[src/rtl/core/tdp_pkg.sv]
// Shared command and status types for the trial-division prime test core.
package tdp_pkg;

  // Commands from the controller to the datapath.
  typedef struct packed {
    logic load;        // capture candidate, set divisor to two
    logic div_start;   // clear remainder, reload dividend shifter
    logic div_step;    // one restoring-division bit
    logic advance;     // next divisor and its square
    logic verdict_en;  // write the verdict register
    logic verdict_val; // value for the verdict register
  } tdp_cmd_t;

  // Status from the datapath to the controller.
  typedef struct packed {
    logic trivial;     // negative, zero or one
    logic sq_gt_n;     // divisor squared exceeds candidate
    logic div_last;    // final bit of the division
    logic rem_zero;    // remainder is zero
  } tdp_sts_t;

endpackage

[src/rtl/core/tdp_datapath.sv]
// Datapath: candidate, divisor, running square and a bit-serial remainder unit.
module tdp_datapath import tdp_pkg::*; #(
  parameter int unsigned VALUE_WIDTH = 32
) (
  input  logic                   clk_i,
  input  logic                   rst_ni,
  input  logic [VALUE_WIDTH-1:0] candidate_i,
  input  tdp_cmd_t               cmd_i,
  output tdp_sts_t               sts_o,
  output logic                   is_prime_o
);

  localparam int unsigned W    = VALUE_WIDTH;
  localparam int unsigned CntW = $clog2(W);

  logic [W-1:0]    n_q, n_d;
  logic [W-1:0]    d_q, d_d;
  logic [W:0]      sq_q, sq_d;
  logic [W-1:0]    rem_q, rem_d;
  logic [W-1:0]    sh_q, sh_d;
  logic [CntW-1:0] cnt_q, cnt_d;
  logic            prime_q, prime_d;

  logic [W:0]   trial;
  logic [W-1:0] diff;
  logic         geq;

  // trial is below twice the divisor, so the low bits of the difference suffice
  assign trial = {rem_q, sh_q[W-1]};
  assign diff  = trial[W-1:0] - d_q;
  assign geq   = trial >= {1'b0, d_q};

  always_comb begin
    n_d     = n_q;
    d_d     = d_q;
    sq_d    = sq_q;
    rem_d   = rem_q;
    sh_d    = sh_q;
    cnt_d   = cnt_q;
    prime_d = prime_q;
    if (cmd_i.load) begin
      n_d  = candidate_i;
      d_d  = W'(2);
      sq_d = (W + 1)'(4);
    end
    if (cmd_i.div_start) begin
      rem_d = '0;
      sh_d  = n_q;
      cnt_d = CntW'(W - 1);
    end
    if (cmd_i.div_step) begin
      rem_d = geq ? diff : trial[W-1:0];
      sh_d  = {sh_q[W-2:0], 1'b0};
      cnt_d = cnt_q - CntW'(1);
    end
    if (cmd_i.advance) begin
      // (d+1)^2 = d^2 + 2d + 1
      d_d  = d_q + W'(1);
      sq_d = sq_q + {d_q, 1'b1};
    end
    if (cmd_i.verdict_en) begin
      prime_d = cmd_i.verdict_val;
    end
  end

  always_ff @(posedge clk_i) begin
    n_q   <= n_d;
    d_q   <= d_d;
    sq_q  <= sq_d;
    rem_q <= rem_d;
    sh_q  <= sh_d;
  end

  always_ff @(posedge clk_i or negedge rst_ni) begin
    if (!rst_ni) begin
      cnt_q   <= '0;
      prime_q <= 1'b0;
    end else begin
      cnt_q   <= cnt_d;
      prime_q <= prime_d;
    end
  end

  assign sts_o.trivial  = n_q[W-1] | (n_q[W-1:1] == '0);
  assign sts_o.sq_gt_n  = sq_q > {1'b0, n_q};
  assign sts_o.div_last = cnt_q == '0;
  assign sts_o.rem_zero = rem_q == '0;
  assign is_prime_o     = prime_q;

endmodule

[src/rtl/core/tdp_controller.sv]
// Controller: sequences the divisor loop and the bit-serial remainder.
module tdp_controller import tdp_pkg::*; (
  input  logic     clk_i,
  input  logic     rst_ni,
  input  logic     start_i,
  input  tdp_sts_t sts_i,
  output tdp_cmd_t cmd_o,
  output logic     busy_o,
  output logic     done_o
);

  localparam logic [2:0] StIdle  = 3'd0;
  localparam logic [2:0] StCheck = 3'd1;
  localparam logic [2:0] StDiv   = 3'd2;
  localparam logic [2:0] StTest  = 3'd3;
  localparam logic [2:0] StDone  = 3'd4;

  logic [2:0] state_q, state_d;

  always_comb begin
    state_d = state_q;
    cmd_o   = '0;
    case (state_q)
      StIdle: begin
        if (start_i) begin
          cmd_o.load = 1'b1;
          state_d    = StCheck;
        end
      end
      StCheck: begin
        if (sts_i.trivial) begin
          cmd_o.verdict_en  = 1'b1;
          cmd_o.verdict_val = 1'b0;
          state_d           = StDone;
        end else if (sts_i.sq_gt_n) begin
          cmd_o.verdict_en  = 1'b1;
          cmd_o.verdict_val = 1'b1;
          state_d           = StDone;
        end else begin
          cmd_o.div_start = 1'b1;
          state_d         = StDiv;
        end
      end
      StDiv: begin
        cmd_o.div_step = 1'b1;
        if (sts_i.div_last) begin
          state_d = StTest;
        end
      end
      StTest: begin
        if (sts_i.rem_zero) begin
          cmd_o.verdict_en  = 1'b1;
          cmd_o.verdict_val = 1'b0;
          state_d           = StDone;
        end else begin
          cmd_o.advance = 1'b1;
          state_d       = StCheck;
        end
      end
      StDone: begin
        state_d = StIdle;
      end
      default: begin
        state_d = StIdle;
      end
    endcase
  end

  always_ff @(posedge clk_i or negedge rst_ni) begin
    if (!rst_ni) begin
      state_q <= StIdle;
    end else begin
      state_q <= state_d;
    end
  end

  assign busy_o = state_q != StIdle;
  assign done_o = state_q == StDone;

endmodule

[src/rtl/core/trial_division_prime_test_core.sv]
// Top level of the trial-division prime test core.
//
// Pulse start_i while busy_o is low to transfer one candidate; the value is
// read as a VALUE_WIDTH-bit two's complement number. In the cycle after the
// last step of the search, done_o is high for a single cycle with the
// verdict on is_prime_o; the receiver cannot stall, so sample it then. Negative
// values, zero and one are not prime. Otherwise divisors 2, 3, 4, ... are tried
// while divisor squared does not exceed the candidate, the square being kept
// as a running sum so no multiplier is needed. Each divisor passes through a
// compare state, the one-bit-per-cycle restoring remainder unit and a test
// state; a divisor that divides ends the search in the test state. At 32 bits
// a large prime needs about 46340 divisors. busy_o stays high from the
// transfer until the cycle after done_o.
module trial_division_prime_test_core import tdp_pkg::*; #(
  parameter int unsigned VALUE_WIDTH = 32
) (
  input  logic                   clk_i,
  input  logic                   rst_ni,
  input  logic                   start_i,
  input  logic [VALUE_WIDTH-1:0] candidate_i,
  output logic                   busy_o,
  output logic                   done_o,
  output logic                   is_prime_o
);

  // Command and status between the sequencer and the arithmetic.
  tdp_cmd_t cmd;
  tdp_sts_t sts;

  // Sequence: check bound, divide bit by bit, test remainder, advance divisor.
  tdp_controller u_ctrl (
    .clk_i  (clk_i),
    .rst_ni (rst_ni),
    .start_i(start_i),
    .sts_i  (sts),
    .cmd_o  (cmd),
    .busy_o (busy_o),
    .done_o (done_o)
  );

  // Hold candidate, divisor, square and remainder; drive the verdict register.
  tdp_datapath #(
    .VALUE_WIDTH(VALUE_WIDTH)
  ) u_dp (
    .clk_i      (clk_i),
    .rst_ni     (rst_ni),
    .candidate_i(candidate_i),
    .cmd_i      (cmd),
    .sts_o      (sts),
    .is_prime_o (is_prime_o)
  );

endmodule

[config.mk]
export PLATFORM = sky130hd
export DESIGN_NAME = trial_division_prime_test_core
export DESIGN_NICKNAME = d
export VERILOG_FILES = /design/src/rtl/core/tdp_pkg.sv /design/src/rtl/core/tdp_datapath.sv /design/src/rtl/core/tdp_controller.sv /design/src/rtl/core/trial_division_prime_test_core.sv
export SDC_FILE = /design/constraint.sdc
export NUM_CORES = 1
export LEC_CHECK = 0
export BUFFER_PORTS_ARGS = -buffer_cell sky130_fd_sc_hd__buf_2
export CAP_MARGIN = 30
export CORE_UTILIZATION = 55
export CTS_BUF_LIST = sky130_fd_sc_hd__clkbuf_8
export DETAILED_ROUTE_END_ITERATION = 12
export PLACE_DENSITY_LB_ADDON = 0.05
export SYNTH_ARGS = -nofsm -noshare
export SYNTH_HDL_FRONTEND = slang
export SYNTH_SLANG_ARGS = --single-unit
[constraint.sdc]
create_clock -name clk_i -period 11.67 [get_ports clk_i]
set_clock_uncertainty 0.2 [all_clocks]
set_input_delay 0.5835 -clock clk_i [delete_from_list [all_inputs] [get_ports clk_i]]
set_output_delay 0.5835 -clock clk_i [all_outputs]
set_load 0.1 [all_outputs]
Word-level counts from Yosys, hierarchy flattened
Index checks and enable logic that the tools add are counted.
{"block": "totals", "reg_bits": 170, "latch_bits": 0, "mem_bits_ro": 0, "output_inout_bits": 3, "wordCells": 59, "mem_bits_rw": 0, "mem_count": 0}
{"block": "classes", "eq_ne": 6, "mul": 0, "n_reduce_logical": 8, "n_mux": 29, "n_bitwise": 1, "order_cmp": 2, "div_mod_pow": 0, "n_shift": 0, "addsub": 4}
{"op": "32-bit two-way mux", "n": 7}
{"op": "33-bit two-way mux", "n": 2}
{"op": "33-bit adder", "n": 1}
{"op": "33-bit by 32-bit greater-or-equal comparator with 1-bit output", "n": 1}
{"op": "33-bit by 32-bit greater-than comparator with 1-bit output", "n": 1}
{"op": "32-bit by 1-bit adder with 32-bit output, second input constant", "n": 1}
{"op": "32-bit logical NOT", "n": 1}
{"op": "32-bit subtractor", "n": 1}
{"op": "31-bit logical NOT", "n": 1}
{"op": "3-bit two-way mux", "n": 5}
{"op": "3-bit one-hot mux with 4 select lines", "n": 1}
{"op": "5-bit two-way mux", "n": 2}
{"op": "1-bit two-way mux", "n": 8}
{"op": "3-bit by 2-bit equality test with 1-bit output, second input constant", "n": 2}
{"op": "2-bit two-way mux", "n": 3}
{"op": "5-bit logical NOT", "n": 1}
{"op": "5-bit by 1-bit subtractor with 5-bit output, second input constant", "n": 1}
{"op": "2-bit inequality test, second input constant", "n": 2}
{"op": "2-bit one-hot mux with 2 select lines", "n": 1}
{"op": "2-bit nonzero test", "n": 2}
{"op": "3-bit by 1-bit equality test with 1-bit output, second input constant", "n": 1}
{"op": "3-bit equality test, second input constant", "n": 1}
{"op": "3-bit logical NOT", "n": 1}
{"op": "3-bit nonzero test", "n": 1}
{"op": "other kinds (2)", "n": 2}

Depth between registers and ports, before layout
Gate-level depths: netlist (run 1).
{"block": "logic_depth", "word_depth": 6, "ltp_mapped": 13, "ltp_nobuf": 11}

Modules after synthesis
Synthesis (run 1) repeated with hierarchy kept, for this count alone.
{"block": "unflattened", "hier_cells": 1146, "hier_area_um2": 11292.1}
{"mod": "tdp_datapath", "instances": 1, "cells_per_inst": 1121, "area_each_um2": 11086.9, "seq_area_each_um2": 4974.8}
{"mod": "tdp_controller", "instances": 1, "cells_per_inst": 25, "area_each_um2": 205.2, "seq_area_each_um2": 75.1}

Worst setup path before layout (run 1)
No wires, ideal clock.
{"block": "synth_path", "path_type": "register to register", "startpoint": "register u_ctrl.state_q[1]", "endpoint": "register u_dp.d_q[0], enable pin", "path_stages_with_launch": 3, "setup_time_ps": 578, "path_slack_ps": 4917, "arrival_ps": 5976, "t_required_ps": 10892, "cell_sequence": "dfrtp_1 or3_1 o21ai_0"}
{"block": "synth_between", "elab_chain_len": 3, "elab_cells_between_ends": 5, "cone_classes": "1 x eq/ne; 2 x mux; 2 x reduce/logical"}
{"item": "from (decl)", "line_no": "tdp_controller.sv:18", "text": "logic [2:0] state_q, state_d;"}
{"item": "from (signal assigned)", "line_no": "tdp_controller.sv:71", "text": "state_q <= StIdle;"}
{"item": "from (signal assigned)", "line_no": "tdp_controller.sv:73", "text": "state_q <= state_d;"}
{"item": "3-bit by 2-bit equality test with 1-bit output / 3-bit logical NOT (equally long branches)", "line_no": "tdp_controller.sv:23", "text": "case (state_q)"}
{"item": "1-bit two-way mux", "line_no": "tdp_controller.sv:23"}
{"item": "2-bit nonzero test (no line) *"}
{"item": "to (signal assigned)", "line_no": "tdp_datapath.sv:68", "text": "d_q <= d_d;"}
{"item": "to (decl)", "line_no": "tdp_datapath.sv:17", "text": "logic [W-1:0] d_q, d_d;"}
Every way passes the cells marked *; elsewhere a longest branch is shown, timed or not.
A chain may end at the register's enable or synchronous reset.

Final worst setup path (run 1)
{"block": "layout_path", "startpoint": "register u_dp.sq_q[2]", "endpoint": "register u_dp.rem_q[0], enable pin"}
{"block": "layout_between", "elab_chain_len": 5}
{"item": "from (decl)", "line_no": "tdp_datapath.sv:18", "text": "logic [W:0] sq_q, sq_d;"}
{"item": "from (signal assigned)", "line_no": "tdp_datapath.sv:69", "text": "sq_q <= sq_d;"}
{"item": "33-bit by 32-bit greater-than comparator with 1-bit output", "line_no": "tdp_datapath.sv:85", "text": "assign sts_o.sq_gt_n = sq_q > {1'b0, n_q};"}
{"item": "1-bit two-way mux", "line_no": "tdp_controller.sv:35", "text": "end else if (sts_i.sq_gt_n) begin"}
{"item": "1-bit two-way mux", "line_no": "tdp_controller.sv:31", "text": "if (sts_i.trivial) begin"}
{"item": "1-bit two-way mux", "line_no": "tdp_controller.sv:23"}
{"item": "2-bit nonzero test (no line)"}
{"item": "to (signal assigned)", "line_no": "tdp_datapath.sv:70", "text": "rem_q <= rem_d;"}
{"item": "to (decl)", "line_no": "tdp_datapath.sv:19", "text": "logic [W-1:0] rem_q, rem_d;"}
Every way passes these cells.

==> results of run 1 <==
-- sequential cells by signal, indices dropped and copies added, names as in the netlist --
signal           count
u_dp.sh_q           32
u_dp.is_prime_o      1
u_dp.rem_q          32
u_dp.sq_q           33
u_dp.n_q            32
u_ctrl.state_q       3
u_dp.d_q            32
u_dp.cnt_q           5
-- worst reg2reg max path, delay by kind of cell, from the launching register on --
kind | cells | cell delay [ns]
compound gates | 6 | 1.15
fa+ha+maj | 1 | 0.33
buf+inv | 2 | 1.04
flops | 1 | 0.42
simple gates | 2 | 0.52
-- logic make-up after synthesis --
family	Yosys count	share of synthesized area, %
adders and majority gates	100	10.9
and+or+nand+nor	382	15.8
xor gates and xnor gates	69	5.19
buffers and inverters	134	4.91
muxes	22	1.90
DFF	170	43.4
AOI/OAI and AO/OA	296	18.0
-- area by class of cell --
cell class | instances | area share [%]
inverter | 96 | 2.90
timing repair buffer | 46 | 2.16
tap | 270 | 2.72
clock inverter | 15 | 0.937
sequential | 170 | 40.7
multi-input combinational | 869 | 48.7
clock buffer | 17 | 1.88
-- final timing paths --
path,depth (start not counted),startpoint,endpoint
max,11,u_dp.sq_q[2],u_dp.rem_q[0]
min,1,candidate_i[7],u_dp.n_q[7]
max reg2reg,11,u_dp.sq_q[2],u_dp.rem_q[0]
min reg2reg,2,u_dp.sh_q[0],u_dp.sh_q[0]
max in group asynchronous,2,rst_ni,u_ctrl.state_q[1]
min in group asynchronous,2,rst_ni,u_dp.cnt_q[3]
-- cell usage after synthesis (all sizes together) (2+ instances only) --
| cell | count | area, um^2 |
|---|---|---|
| edfxtp | 160 | 4800 |
| nor2 | 124 | 480 |
| ha | 98 | 1230 |
| inv | 96 | 360 |
| nand2 | 75 | 282 |
| a21oi | 73 | 373 |
| xnor2 | 55 | 482 |
| o21ai | 45 | 225 |
| a21o | 40 | 300 |
| nand3 | 36 | 180 |
| nor3 | 36 | 180 |
| a22o | 30 | 263 |
| nand4 | 29 | 181 |
| clkbuf | 24 | 90.1 |
| mux2i | 21 | 210 |
| nor4 | 19 | 119 |
| a211oi | 18 | 170 |
| a31oi | 14 | 109 |
| buf | 14 | 121 |
| o21a | 14 | 105 |
| xor2 | 14 | 123 |
| or3 | 13 | 81.3 |
| and2 | 9 | 56.3 |
| and3 | 9 | 56.3 |
| dfrtp | 9 | 225 |
| o21bai | 9 | 71.3 |
| a211o | 7 | 61.3 |
| nand2b | 7 | 43.8 |
| nor3b | 7 | 52.6 |
| o211ai | 7 | 57.6 |
| or2 | 7 | 43.8 |
| nor2b | 6 | 37.5 |
| o31a | 5 | 43.8 |
| o22ai | 4 | 25.0 |
| o31ai | 4 | 40.0 |
| a31o | 3 | 26.3 |
| a41oi | 3 | 26.3 |
| o2111ai | 3 | 26.3 |
| a2111oi | 2 | 36.3 |
| a221oi | 2 | 17.5 |
| a22oi | 2 | 15.0 |
| a311oi | 2 | 17.5 |
| fa | 2 | 40.0 |
| o211a | 2 | 20.0 |
| o41ai | 2 | 17.5 |
-- repair_timing --
action,in CTS,in global routing
resized for setup,0,0
hold endpoints to repair,9,0
hold buffers,1,0
setup buffers,0,0
-- metal layers --
metal  routed length, um  up-vias  share of wire (%)
li1                    -     4407                  -
met1               12900     4175                 49
met2               12200      176                 46
met3                1160       21                4.4
met4                 257        0               0.97
met5                   0        -                  0
-- power by group --
part	switching, mW	internal [mW]	total (mW)
clock	0.232	0.151	0.383
combinational	1.16	0.717	1.88
sequential	0.161	0.951	1.11
total	1.56	1.82	3.38
==> results.sh, run 1 <==
export IMPL_crit_buf_inv=2
export IMPL_drc=0
export IMPL_worst_slew_pin_slew_ns=0.885
export IMPL_min_period_over_period_pct=34.9
export IMPL_placed_area_um2=12100
export IMPL_synth_seq_cells=170
export IMPL_outcome="finished, final reports clean"
export IMPL_finalPower_mw=3.38
export IMPL_use_met1_pct=36.0
export IMPL_crit_chain="ha_1, a21o_1, a21o_1, a21oi_1, o211ai_1, a22oi_1, nand4_1, a211oi_4, buf_4, or2_2, buf_4"
export IMPL_syn_inst=1173
export IMPL_cts_buffers=17
export IMPL_critical_path_class="flip-flop to flip-flop"
export IMPL_clkTransAtPathRegs_ns=0.09
export IMPL_core_um2=20500
export IMPL_grt_pass1_vias=8270
export IMPL_period_needed_ns=4.07
export IMPL_layout_cells_non_filler=1483
export IMPL_start_util_pct=56.8
export IMPL_areaGrowthSynthToFinish_pct=6.62
export IMPL_final_core_util_pct=60.6
export IMPL_synth_nets=1308
export IMPL_multi_input_area_um2=6050
export IMPL_ios=38
export IMPL_rsz0062_at_grt="no"
export IMPL_critPathArrivalTime_ns=3.96
export IMPL_powerDensity_nw_per_um2=272
export IMPL_yosysUniqueCellTypes=71
export IMPL_grt_max_degree=66
export IMPL_cts_sinks=170
export IMPL_fin_hold_ws_ns=0.0897
export IMPL_vdd_drop_max_mv=0.123
export IMPL_startpoint_type="flip-flop"
export IMPL_path_max_fanout=58
export IMPL_grt_first_pass_wirelength_mm=42.6
export IMPL_critPathMaxStageDelay_ns=0.64
export IMPL_critical_path_required_ns=11.57
export IMPL_post_place_ws_ns=7.66
export IMPL_dieArea_um2=21800
export IMPL_relSlewSlack_pct=41.0
export IMPL_wl_mm=26.6
export IMPL_hp_class="input port to flip-flop"
export IMPL_regArea_um2=5050
export IMPL_place_congestion=0.907
export IMPL_vias=8779
export IMPL_fillCellCount=1803
export IMPL_portBuffers=37
export IMPL_async_flop_share_pct=5.29
export IMPL_r2r_setup_slack_ns=7.60
export IMPL_max_clock_path_buffers=2
export IMPL_synth_ff_type="edfxtp_1"
export IMPL_final_common_cell="edfxtp_1"
export IMPL_grt_most_used_layer="met2"
export IMPL_clk_latency_ns=0.46
export IMPL_yosysSeqAreaShare_pct=43.4
export IMPL_hpwl_mm=19.7
export IMPL_grt_use_met2_pct=39.6
export IMPL_drt_iter0_drc=581
export IMPL_antennaDiodeCount=0
export IMPL_layout_setup_ws_ns=7.60
export IMPL_grt_total_usage_pct=25.1
export IMPL_crit_slowest_cell="buf_4"
export IMPL_wl_per_cell_um=17.9
export IMPL_leakagePower_nw=5.03
export IMPL_dpl_cell_count=1450
export IMPL_rows=52
export IMPL_endpoint_kind="flip-flop"
export IMPL_nets=1335
export IMPL_cap_violations=0
export IMPL_first_pass_iters=5
export IMPL_synth_edf_count=160
export IMPL_grt_overflow=0
export IMPL_synth_area_um2=11600
export IMPL_fin_setup_tns_ns=0
export IMPL_maxSlewViolCount=0
export IMPL_crit_family="compound AO/OA/AOI/OAI gates"
export IMPL_die_h_um=148
export IMPL_avgSynthCellArea_um2=9.93
export IMPL_drive_gt1_share_pct=9.23
export IMPL_cts_tree="yes"
export IMPL_antenna_found_initial=0
export IMPL_grt_util_met3_pct=4.88
export IMPL_hold_viol_final=0
export IMPL_vias_per_cell=5.92
export IMPL_cts_root_buf="clkbuf_8"
export IMPL_yosysWarnings=0
export IMPL_die_w_um=148
export IMPL_htree_levels=4
export IMPL_fin_area_um2=12400
export IMPL_final_antenna_net_count=0
export IMPL_setup_violations=0
export IMPL_final_cell_mix="160 x edfxtp_1, 117 x nor2_1, 98 x ha_1, 97 x inv_1, 75 x nand2_1"
export IMPL_timing_fmax_mhz=246
Power figures use the tool's default switching activity.
==> run 2: changes to the inputs <==
clock period = 3.5 ns   (was 11.67 ns; I/O delays follow)
==> results.sh, run 2 (synthesized netlist as in run 1, its figures left out) <==
export IMPL_vdd_drop_max_mv=0.636
export IMPL_switchingPower_mw=5.41
export IMPL_clkPwrFrac_pct=12.8
export IMPL_grt_first_pass_wirelength_mm=44.8
export IMPL_critPathArrivalTime_ns=3.24
export IMPL_cts_post_setup_buffers_inserted=0
export IMPL_hold_viol_final=0
export IMPL_routed_top_layer="met4"
export IMPL_final_cell_mix="160 x edfxtp_1, 117 x nor2_1, 98 x ha_1, 96 x inv_1, 75 x nand2_1"
export IMPL_regArea_um2=5050
export IMPL_rsz0062_at_grt="no"
export IMPL_critPathMaxStageDelay_ns=0.61
export IMPL_first_pass_iters=5
export IMPL_worst_slew_pin_slew_ns=0.984
export IMPL_met1_length_mm=13.2
export IMPL_die_h_um=148
export IMPL_relSlewSlack_pct=34.2
export IMPL_ios=38
export IMPL_internal_power_mw=6.30
export IMPL_combPwrFrac_pct=55.8
export IMPL_portBuffers=37
export IMPL_dieArea_um2=21800
export IMPL_outcome="finished, final reports clean"
export IMPL_period_needed_ns=3.26
export IMPL_rr_worst_depth=11
export IMPL_rr_endpoint="u_dp.rem_q[19]"
export IMPL_holdPathStages=2
export IMPL_min_period_over_period_pct=93.1
export IMPL_antennaDiodeCount=0
export IMPL_power_frac_seq_pct=31.4
export IMPL_hp_class="input port to flip-flop"
export IMPL_wl_met2_mm=13.1
export IMPL_fin_setup_tns_ns=0
export IMPL_path_depth=11
export IMPL_grt_pass1_vias=8845
export IMPL_critical_path_required_ns=3.48
export IMPL_maxSlewViolCount=0
export IMPL_drive_gt1_share_pct=10.2
export IMPL_finalPower_mw=11.7
export IMPL_cts_tree="yes"
export IMPL_worstSetupEndpoint="u_dp.rem_q[19]"
export IMPL_antenna_found_initial=2
export IMPL_largest_register_ffs=33
export IMPL_multi_input_area_um2=6060
export IMPL_leakagePower_nw=5.29
export IMPL_vias=9110
export IMPL_crit_family="simple AND/OR/NAND/NOR gates"
export IMPL_grt_max_degree=66
export IMPL_powerDensity_nw_per_um2=899
export IMPL_cap_violations=0
export IMPL_start_util_pct=56.8
export IMPL_netSwitchingFraction_pct=46.2
export IMPL_grt_total_usage_pct=26.3
export IMPL_core_um2=20500
export IMPL_wl_mm=27.7
export IMPL_grt_overflow=0
export IMPL_crit_start="u_dp.d_q[20]"
export IMPL_hpwl_mm=20.5
export IMPL_max_clock_path_buffers=2
export IMPL_r2r_setup_slack_ns=0.24
export IMPL_placed_area_um2=12200
export IMPL_htree_levels=4
export IMPL_clkTransAtPathRegs_ns=0.12
export IMPL_regMostFlops="u_dp.sq_q"
export IMPL_rows=52
export IMPL_cts_root_buf="clkbuf_8"
export IMPL_place_congestion=0.915
export IMPL_crit_chain="inv_1, ha_1, nand3_1, nor4_1, a31oi_1, o211ai_1, a211o_1, a31o_2, buf_12, mux2i_1, nor2_1"
export IMPL_areaGrowthSynthToFinish_pct=11.8
export IMPL_cts_sinks=170
export IMPL_final_common_cell="edfxtp_1"
export IMPL_endpoint_kind="flip-flop"
export IMPL_timing_fmax_mhz=307
export IMPL_fin_area_um2=13000
export IMPL_clk_latency_ns=0.48
export IMPL_wl_per_cell_um=18.1
export IMPL_cts_buffers=17
export IMPL_startpoint_type="flip-flop"
export IMPL_die_w_um=148
export IMPL_crit_slowest_cell="nor4_1"
export IMPL_critical_path_class="flip-flop to flip-flop"
export IMPL_reg2reg_from="u_dp.d_q[20]"
export IMPL_wl_met3_mm=1.05
export IMPL_vias_per_cell=5.95
export IMPL_drt_iter0_drc=651
export IMPL_drc=0
export IMPL_nets=1382
export IMPL_setup_violations=0
export IMPL_crit_buf_inv=2
export IMPL_fillCellCount=1709
export IMPL_final_antenna_net_count=0
export IMPL_path_max_fanout=19
-- run 2: stage by stage --
step,instances,hold slack (ns),setup WS [ns],utilization [%]
6_report,1530,0.198,0.241,63.6
5_1_grt,1530,0.186,0.000815,63.6
4_1_cts,1530,0.176,0.220,63.5
3_5_place_dp,1463,-0.152,0.265,59.6
3_3_place_gp,1463,-0.149,0.301,59.6
2_1_floorplan,1173,-0.321,0.0763,-
-- run 2: power groups by stage --
stage / registers [mW] / clock network [mW] / logic [mW]
global route: 3.75 / 1.60 / 7.25
finish: 3.67 / 1.51 / 6.54
global placement: 3.72 / 0 / 6.33
floorplan: 3.58 / 0 / 4.98
detailed placement: 3.72 / 0 / 6.42
CTS: 3.68 / 1.53 / 6.50
-- run 2: how the worst min path moves through the flow --
| stage | start | to | slack (ns) |
|---|---|---|---|
| finish | candidate_i[7] | u_dp.n_q[7] | 0.20 |
| global route | candidate_i[5] | u_dp.n_q[5] | 0.19 |
| CTS | candidate_i[28] | u_dp.n_q[28] | 0.18 |
| detailed placement | rst_ni | u_ctrl.state_q[1] | -0.15 |
| global placement | rst_ni | u_ctrl.state_q[1] | -0.15 |
| floorplan | rst_ni | u_ctrl.state_q[0] | -0.32 |
-- run 2: final cells by class --
type / instances / area share [%]
Sequential cell: 170 / 38.8
Multi-Input combinational cell: 869 / 46.5
Clock buffer: 17 / 1.80
Inverter: 96 / 2.77
Timing Repair Buffer: 93 / 5.90
Clock inverter: 15 / 1.64
Tap cell: 270 / 2.59
-- run 2: worst reg2reg max path, delay by kind of cell, from the launching register on --
kind	cells	cell delay [ns]
fa+ha+maj	1	0.41
buf+inv	2	0.29
compound gates	4	0.64
flops	1	0.41
mux	1	0.20
simple gates	3	0.84
-- run 2: repair_timing --
action                                 4_1_cts  5_1_grt
endpoints found under the hold margin       42        0
hold buffers                                35        0
resized for setup                            0        2
setup endpoints to repair                    0        4
-- run 2: routing by layer --
metal | global-route usage [%] | up-vias
met1 | 36.7 | 4409
li1 | - | 4502
met5 | 0 | -
met3 | 3.92 | 19
met4 | 6.19 | 0
met2 | 43.1 | 180
